$ cat src/fasp_pkg.sv
// ----------------------------------------------------------------------------
// fasp_pkg
// Shared types, constants and the arctangent table for the fin angle to
// servo pulse core.
// ----------------------------------------------------------------------------
package fasp_pkg;

   localparam int CORDIC_STEPS    = 16;
   localparam int ANGLE_FRAC_BITS = 8;

   localparam int TABLE_FRAC    = 16;
   localparam int PRESCALE_BITS = 14;
   localparam int LANES         = 4;
   localparam int IN_W          = 16;
   localparam int VEC_W         = IN_W + 1;
   localparam int XY_W          = 33;
   localparam int ACC_W         = 27;
   localparam int STEP_W        = 5;
   localparam int TICK_W        = 16;
   localparam int SPAN_W        = TICK_W + 1;
   localparam int ROUND_SHIFT   = TABLE_FRAC - ANGLE_FRAC_BITS;
   localparam int ANG_W         = ANGLE_FRAC_BITS + 10;
   localparam int T_W           = ANGLE_FRAC_BITS + 9;
   localparam int PROD_W        = SPAN_W + T_W;
   localparam int DIV_SHIFT     = ANGLE_FRAC_BITS + 2;
   localparam int Q_W           = 23;
   localparam int RECIP_W       = 24;
   localparam int RECIP_SHIFT   = 29;
   localparam int MAP_PROD_W    = Q_W + RECIP_W;
   localparam int PIPE_DEPTH    = CORDIC_STEPS + 3;
   localparam int CNT_W         = 6;

   localparam logic signed [ACC_W-1:0] ACC_LIM =
      ACC_W'(90 * (1 << TABLE_FRAC));
   localparam logic signed [ACC_W-1:0] ACC_HALF_TURN =
      ACC_W'(180 * (1 << TABLE_FRAC));
   localparam logic signed [ACC_W-1:0] ROUND_HALF =
      ACC_W'(1 << (ROUND_SHIFT - 1));
   localparam logic signed [ANG_W-1:0] ANG_90 = ANG_W'(90 * (1 << ANGLE_FRAC_BITS));
   localparam logic signed [ANG_W-1:0] ANG_70 = ANG_W'(70 * (1 << ANGLE_FRAC_BITS));
   // floor(p / (180 * 2^F)) = floor(floor(p / 2^(F+2)) / 45), offset keeps it positive
   localparam logic signed [PROD_W-1:0] Q_OFFSET = PROD_W'(45 * (1 << TICK_W));
   localparam logic [RECIP_W-1:0] RECIP =
      RECIP_W'(((1 << RECIP_SHIFT) + 44) / 45);

   localparam logic [0:0] CSR_MIN_PULSE = 1'b0;
   localparam logic [0:0] CSR_MAX_PULSE = 1'b1;

   localparam logic [TICK_W-1:0] MIN_PULSE_RESET = 16'd1500;
   localparam logic [TICK_W-1:0] MAX_PULSE_RESET = 16'd6000;

   typedef struct packed {
      logic signed [IN_W-1:0] x_value;
      logic signed [IN_W-1:0] y_value;
   } req_type;

   typedef struct packed {
      logic [TICK_W-1:0] fin_a_ticks;
      logic [TICK_W-1:0] fin_b_ticks;
      logic [TICK_W-1:0] fin_c_ticks;
      logic [TICK_W-1:0] fin_d_ticks;
   } rsp_type;

   typedef struct packed {
      logic signed [XY_W-1:0]  x;
      logic signed [XY_W-1:0]  y;
      logic signed [ACC_W-1:0] acc;
      logic signed [1:0]       quad;
      logic                    zero;
   } lane_type;

   typedef lane_type [LANES-1:0] lanes_type;

   // atan(2^-i) in degrees, Q16
   function automatic logic signed [ACC_W-1:0] atan_q16(input logic [STEP_W-1:0] idx);
      logic signed [ACC_W-1:0] v;
      case (idx)
         5'd0:    v = ACC_W'(2949120);
         5'd1:    v = ACC_W'(1740967);
         5'd2:    v = ACC_W'(919879);
         5'd3:    v = ACC_W'(466945);
         5'd4:    v = ACC_W'(234379);
         5'd5:    v = ACC_W'(117265);
         5'd6:    v = ACC_W'(58666);
         5'd7:    v = ACC_W'(29335);
         5'd8:    v = ACC_W'(14668);
         5'd9:    v = ACC_W'(7334);
         5'd10:   v = ACC_W'(3667);
         5'd11:   v = ACC_W'(1833);
         5'd12:   v = ACC_W'(917);
         5'd13:   v = ACC_W'(458);
         5'd14:   v = ACC_W'(229);
         5'd15:   v = ACC_W'(115);
         5'd16:   v = ACC_W'(57);
         5'd17:   v = ACC_W'(29);
         5'd18:   v = ACC_W'(14);
         5'd19:   v = ACC_W'(7);
         5'd20:   v = ACC_W'(4);
         5'd21:   v = ACC_W'(2);
         5'd22:   v = ACC_W'(1);
         default: v = '0;
      endcase
      return v;
   endfunction

endpackage

$ cat src/fasp_cordic_cell.sv
// ----------------------------------------------------------------------------
// fasp_cordic_cell
// One vectoring CORDIC iteration for all four fin vectors, with its own
// pipeline register and valid/ready hand-off to the next cell.
// ----------------------------------------------------------------------------
module fasp_cordic_cell (
   input  logic                          clock,
   input  logic                          reset,
   input  logic [fasp_pkg::STEP_W-1:0]   step_idx,
   input  logic                          up_valid,
   output logic                          up_ready,
   input  fasp_pkg::lanes_type           up_lanes,
   output logic                          down_valid,
   input  logic                          down_ready,
   output fasp_pkg::lanes_type           down_lanes
);

   logic                              valid_ff;
   logic                              valid_in;
   fasp_pkg::lanes_type               lanes_ff;
   fasp_pkg::lanes_type               lanes_in;
   logic signed [fasp_pkg::XY_W-1:0]  dx [fasp_pkg::LANES];
   logic signed [fasp_pkg::XY_W-1:0]  dy [fasp_pkg::LANES];
   logic signed [fasp_pkg::ACC_W-1:0] angle_step;

   assign up_ready   = !valid_ff || down_ready;
   assign valid_in   = up_ready ? up_valid : valid_ff;
   assign down_valid = valid_ff;
   assign down_lanes = lanes_ff;
   assign angle_step = fasp_pkg::atan_q16(step_idx);

   always_comb begin
      lanes_in = up_lanes;
      for (int l = 0; l < fasp_pkg::LANES; l++) begin
         dx[l] = $signed(up_lanes[l].y) >>> step_idx;
         dy[l] = $signed(up_lanes[l].x) >>> step_idx;
         if (!up_lanes[l].y[fasp_pkg::XY_W-1]) begin
            lanes_in[l].x   = up_lanes[l].x + dx[l];
            lanes_in[l].y   = up_lanes[l].y - dy[l];
            lanes_in[l].acc = up_lanes[l].acc + angle_step;
         end else begin
            lanes_in[l].x   = up_lanes[l].x - dx[l];
            lanes_in[l].y   = up_lanes[l].y + dy[l];
            lanes_in[l].acc = up_lanes[l].acc - angle_step;
         end
      end
   end

   always_ff @(posedge clock) begin
      if (reset) begin
         valid_ff <= 1'b0;
      end else begin
         valid_ff <= valid_in;
      end
   end

   always_ff @(posedge clock) begin
      if (up_valid && up_ready) begin
         lanes_ff <= lanes_in;
      end
   end

endmodule

$ cat config.mk
export PLATFORM = sky130hd
export DESIGN_NAME = fasp_cordic_cell
export DESIGN_NICKNAME = d
export VERILOG_FILES = /design/src/fasp_pkg.sv /design/src/fasp_cordic_cell.sv
export SDC_FILE = /design/constraint.sdc
export NUM_CORES = 2
export LEC_CHECK = 0
export ABC_AREA = 1
export BUFFER_PORTS_ARGS = -buffer_cell sky130_fd_sc_hd__buf_4
export CAP_MARGIN = 40
export CORE_MARGIN = 3
export CORE_UTILIZATION = 35
export CTS_BUF_LIST = sky130_fd_sc_hd__clkbuf_8 sky130_fd_sc_hd__clkbuf_16
export CTS_CLUSTER_SIZE = 40
export DETAILED_ROUTE_END_ITERATION = 10
export RECOVER_POWER = 25
export SYNTH_ARGS = -nofsm -noshare
export SYNTH_HDL_FRONTEND = slang
export SYNTH_SLANG_ARGS = --single-unit
export TNS_END_PERCENT = 20
$ cat constraint.sdc
create_clock -name clock -period 26.9 [get_ports clock]
set_input_delay 2.69 -clock clock [delete_from_list [all_inputs] [get_ports clock]]
set_output_delay 2.69 -clock clock [all_outputs]
set_load 0.1 [all_outputs]
==> Yosys cells after proc, flatten, opt, wreduce, memory -nomap -nowiden <==
Memory sizes are Yosys's and may differ from the RTL's.
Cells that the tools add are included.
{ "word_totals": {"out_inout_bits": 386, "inputBits": 393, "mem_count": 1, "regBits": 385, "elab_cells": 61, "rom_bits": 704} }
{ "classes": {"n_reduce_logical": 3, "muxes": 4, "n_shift": 8, "addsub": 24} }
{ "mem_list": {"columns": ["name", "depth", "width", "rd", "rd_ports_with_merged_regs", "write_ports", "line_no", "rtl"], "rows": [
  ["(name not given)", 32, 22, 1, 0, 0, "fasp_pkg.sv:77", "case (idx)"]
]} }
{ "op_table": {"columns": ["op", "count"], "rows": [
  ["two-way mux 93 bit", 4],
  ["adder 33 bit", 8],
  [">>> shifter 33 x 5 -> 33 bit", 8],
  ["subtractor 33 bit", 8],
  ["adder 27 bit", 4],
  ["subtractor 27 bit", 4],
  ["logical AND 1 bit", 1],
  ["logical NOT 1 bit", 1],
  ["logical OR 1 bit", 1]
]} }

==> Logic depth before layout (Yosys ltp) <==
{ "depth": {"depth_word": 3, "mapped_depth": 37, "mapped_depth_nobuf": 34} }

==> Worst setup path after synthesis <==
OpenSTA, ideal clock, no wires.
{ "synth_timing": {"path_type": "input to register", "from": "input up_valid", "to": "register lanes_ff (netlist bit down_lanes[0]) (enable)", "arrival_time_ns": 21.120, "t_required_ns": 25.646, "setup_ns": 1.254, "path_buffers": 0, "path_slack_ns": 4.525, "cell_stages": 2, "cell_sequence": "inv_1 -> a21oi_1"} }
{ "synth_between": {"elab_chain_len": 1} }
{ "synth_rtl": {"columns": ["item", "line_no", "rtl"], "rows": [
  ["start, declared", "fasp_cordic_cell.sv:10", "input logic up_valid,"],
  ["logical AND 1 bit", "fasp_cordic_cell.sv:58", "if (up_valid && up_ready) begin"],
  ["end signal, assigned", "fasp_cordic_cell.sv:59", "lanes_ff <= lanes_in;"],
  ["end, declared", "fasp_cordic_cell.sv:20", "fasp_pkg::lanes_type lanes_ff;"]
]} }
No other way between the ends.
A chain may end at the register's enable or synchronous reset.

==> Worst setup path after layout <==
{ "layout_timing": {"from": "input down_ready", "to": "register lanes_ff (netlist bit down_lanes[93]) (enable)"} }
{ "layout_between": {"elab_chain_len": 2} }
{ "layout_rtl": {"columns": ["item", "line_no", "rtl"], "rows": [
  ["start, declared", "fasp_cordic_cell.sv:14", "input logic down_ready,"],
  ["logical OR 1 bit", "fasp_cordic_cell.sv:26", "assign up_ready = !valid_ff || down_ready;"],
  ["logical AND 1 bit", "fasp_cordic_cell.sv:58", null]
]} }
No other way between the ends.

==> flow_summary_export.csv <==
group,metric,value,unit
final_layout,layout-drive-gt1-share,9.69,%
floorplan,initial_core_util,35.4,%
final_layout,area_growth,15.3,%
min_path,min-delay-start,"down_valid",
clock_network,insertion_delay,0.67,ns
synth,synthFlopType,"edfxtp_1",
sta,worst_slack,15.91,ns
clock_network,cts_made_buffers,47,
power_and_ir_drop,finalPower,4.32,mW
sta,post-route-period-util,40.9,%
final_layout,fin_nets,10218,
global_routing,grt_start_max_net_pins,151,
placement,place.gp.congestion,1.01,
min_path,min-delay-path-class,"flop to flop",
power_and_ir_drop,power.share.clock,16.2,%
worst_setup_path,crit_path_start_kind,"primary input",
synth,syn-num-nets,9676,
sta,hold_ws,0.556,ns
placement,dp_hpwl,214000,microns
min_path,hold_end,"down_valid",
synth,synth.distinct_cells,67,
synth,synth_seq_cells,385,
drt,drt-vias-per-instance,5.50,
sta,rsz0062_at_grt,"false",
synth,synth_cells,8891,
final_layout,final_cell_mix,"nand2_1 (2,977), nand3_1 (1,172), inv_1 (834)",
sta,clock_skew,0.0344,ns
worst_setup_path,required,27.17,ns
worst_setup_path,critical_path_class,"primary input to flop",
power_and_ir_drop,p_per_area,68.4,mW/mm^2
sta,setup_violations,0,
worst_setup_path,crit_fanout,150,
clock_network,clkTransAtPathRegs,0.06,ns
placement,port_buffers,778,
flow_run,maxCapViolations,1,
synth,async_flop_share,0,%
floorplan,pin_count,779,
drt,drc,0,
drt,vias,63405,
floorplan,dieArea,0.162,sq mm
drt,drt-wirelength-per-cell,22.5,microns
clock_network,tritoncts,"built",
global_routing,grt_pass1_vias,58929,
clock_network,cts_htree_levels,2,
worst_setup_path,worstReg2RegEnd,"down_lanes[93]",
sta,fmax,91.0,MHz
global_routing,antenna_found_initial,13,
synth,yosysWarnings,0,
power_and_ir_drop,pwr-share-seq,21.1,%
worst_setup_path,rr_startpoint,"down_valid",
power_and_ir_drop,sw_frac_of_total,55.9,%
drt,wl,259000,microns
power_and_ir_drop,intPower,1.91,mW
min_path,worstHoldPathCells,2,
sta,worst_slew_pin_slew,8.49,ns
drt,ant_nets,0,
synth,synth_area,0.0549,sq mm
sta,finalHoldViolCount,0,
status,status,"complete, but fails checks",
placement,place_ws,17.71,ns
synth,synth_area_per_cell,6.17,sq um
global_routing,grt_pass1_wl,376000,microns
drt,first_pass_iters,9,
sta,maxSlewViolCount,151,
sta,min_period,10.99,ns
clock_network,postCtsResizedCells,0,
worst_setup_path,endpoint_kind,"flop",
clock_network,post-cts-setup-buffers,0,
sta,fin_tns_setup,0,ns
clock_network,cts_hold_buf,0,
worst_setup_path,arrival,11.26,ns
clock_network,clock_path_buffers,3,
clock_network,cts_root_buf,"clkbuf_16",
status,violations,"max-capacitance violations, max-slew violations",
power_and_ir_drop,max-vdd-ir-drop,76.3,uV
synth,synth_edf_count,384,
floorplan,dieHeight,402,microns
sta,slew_headroom,-466,%
final_layout,final_util,40.8,%
worst_setup_path,rr_worst_depth,4,
power_and_ir_drop,p_leak,31.3,nW
worst_setup_path,reg2reg_slack,17.74,ns
power_and_ir_drop,p_comb_share,62.7,%
power_and_ir_drop,power.switching,2.42,mW
global_routing,grt_overflow,0,
global_routing,grt_usage,30.4,%
floorplan,rows,144,
floorplan,die_w,402,microns
final_layout,layout_commonest_cell,"nand2_1",
drt,drt-initial-drc-count,6595,
synth,ys_seq_area_share,21.1,%
floorplan,core_area,0.155,sq mm
clock_network,cts_num_sinks,385,
[through the flow]
step | area [sq um] | cells
floorplan | 54900 | 8891
global placement | 61900 | 11421
detailed placement | 62100 | 11428
CTS | 63700 | 11514
global route | 63200 | 11519
finish | 63200 | 11521
[Yosys cell counts, types with 94 or more instances]
cell type	n	area, sq um
buf_2	114	571
nand4_1	95	594
inv_1	834	3130
o211ai_1	94	706
nor2_1	665	2500
nand2_1	2977	11200
edfxtp_1	384	11500
ha_1	380	4750
xor2_1	324	2840
xnor2_1	142	1240
o21ai_1	109	546
a21oi_1	470	2350
o21ai_0	392	1960
nand3_1	1172	5870
[worst max-delay path: stages]
cell	delay [ns]
clkbuf_4	0.10
inv_1	0.06
a21oi_4	0.11
clkbuf_1	5.86
buf_4	1.28
buf_4	0.81
[power groups by stage]
stage / Clock, mW / Combinational, mW / Sequential [mW]
after floorplan: 0 / 1.10 / 1.82
after global placement: 0 / 2.72 / 0.919
after detailed placement: 0 / 2.72 / 0.920
after CTS: 0.723 / 2.73 / 0.911
after global routing: 0.743 / 2.88 / 0.923
final: 0.699 / 2.71 / 0.912
[worst max path at each step]
stage           startpoint         endpoint  depth (start not counted)
3_3_place_gp   step_idx[0]  down_lanes[182]                         30
4_1_cts        step_idx[3]  down_lanes[182]                         25
6_report        down_ready   down_lanes[93]                          6
2_1_floorplan     up_valid    down_lanes[0]                          2
3_5_place_dp   step_idx[3]  down_lanes[182]                         25
5_1_grt         down_ready   down_lanes[81]                          6
[sequential cells by signal, summed over array words and instances, names as in the netlist]
| name | flops |
|---|---|
| down_lanes | 384 |
| down_valid | 1 |
[cell type report]
cell class / count / area (sq um)
diodes: 7 / 17.5
clock buffers: 47 / 1180
clock inverters: 39 / 465
fillers: 17027 / 91700
inverters: 859 / 3250
multi-input cells: 7318 / 38400
flip-flops and latches: 385 / 11600
well taps: 2044 / 2560
repair buffers: 822 / 5820
[cell families after synthesis]
group / Yosys count / share of synthesized area [%]
AOI/OAI and AO/OA: 1348 / 14.1
xor gates and xnor gates: 470 / 7.61
adders and majority gates: 392 / 9.11
buffers and inverters: 1188 / 9.04
DFF: 385 / 21.1
and+or+nand+nor: 5108 / 39.1
[layer usage]
layer	share of wire, %	up-vias	global-route usage (%)	routed length [microns]
li1	-	30723	-	-
met1	42	29378	39.0	108000
met4	5.3	16	14.1	13700
met3	7.3	493	4.37	18900
met5	0.034	-	0	87
met2	46	2795	50.4	118000
Power figures use the tool's default switching activity.
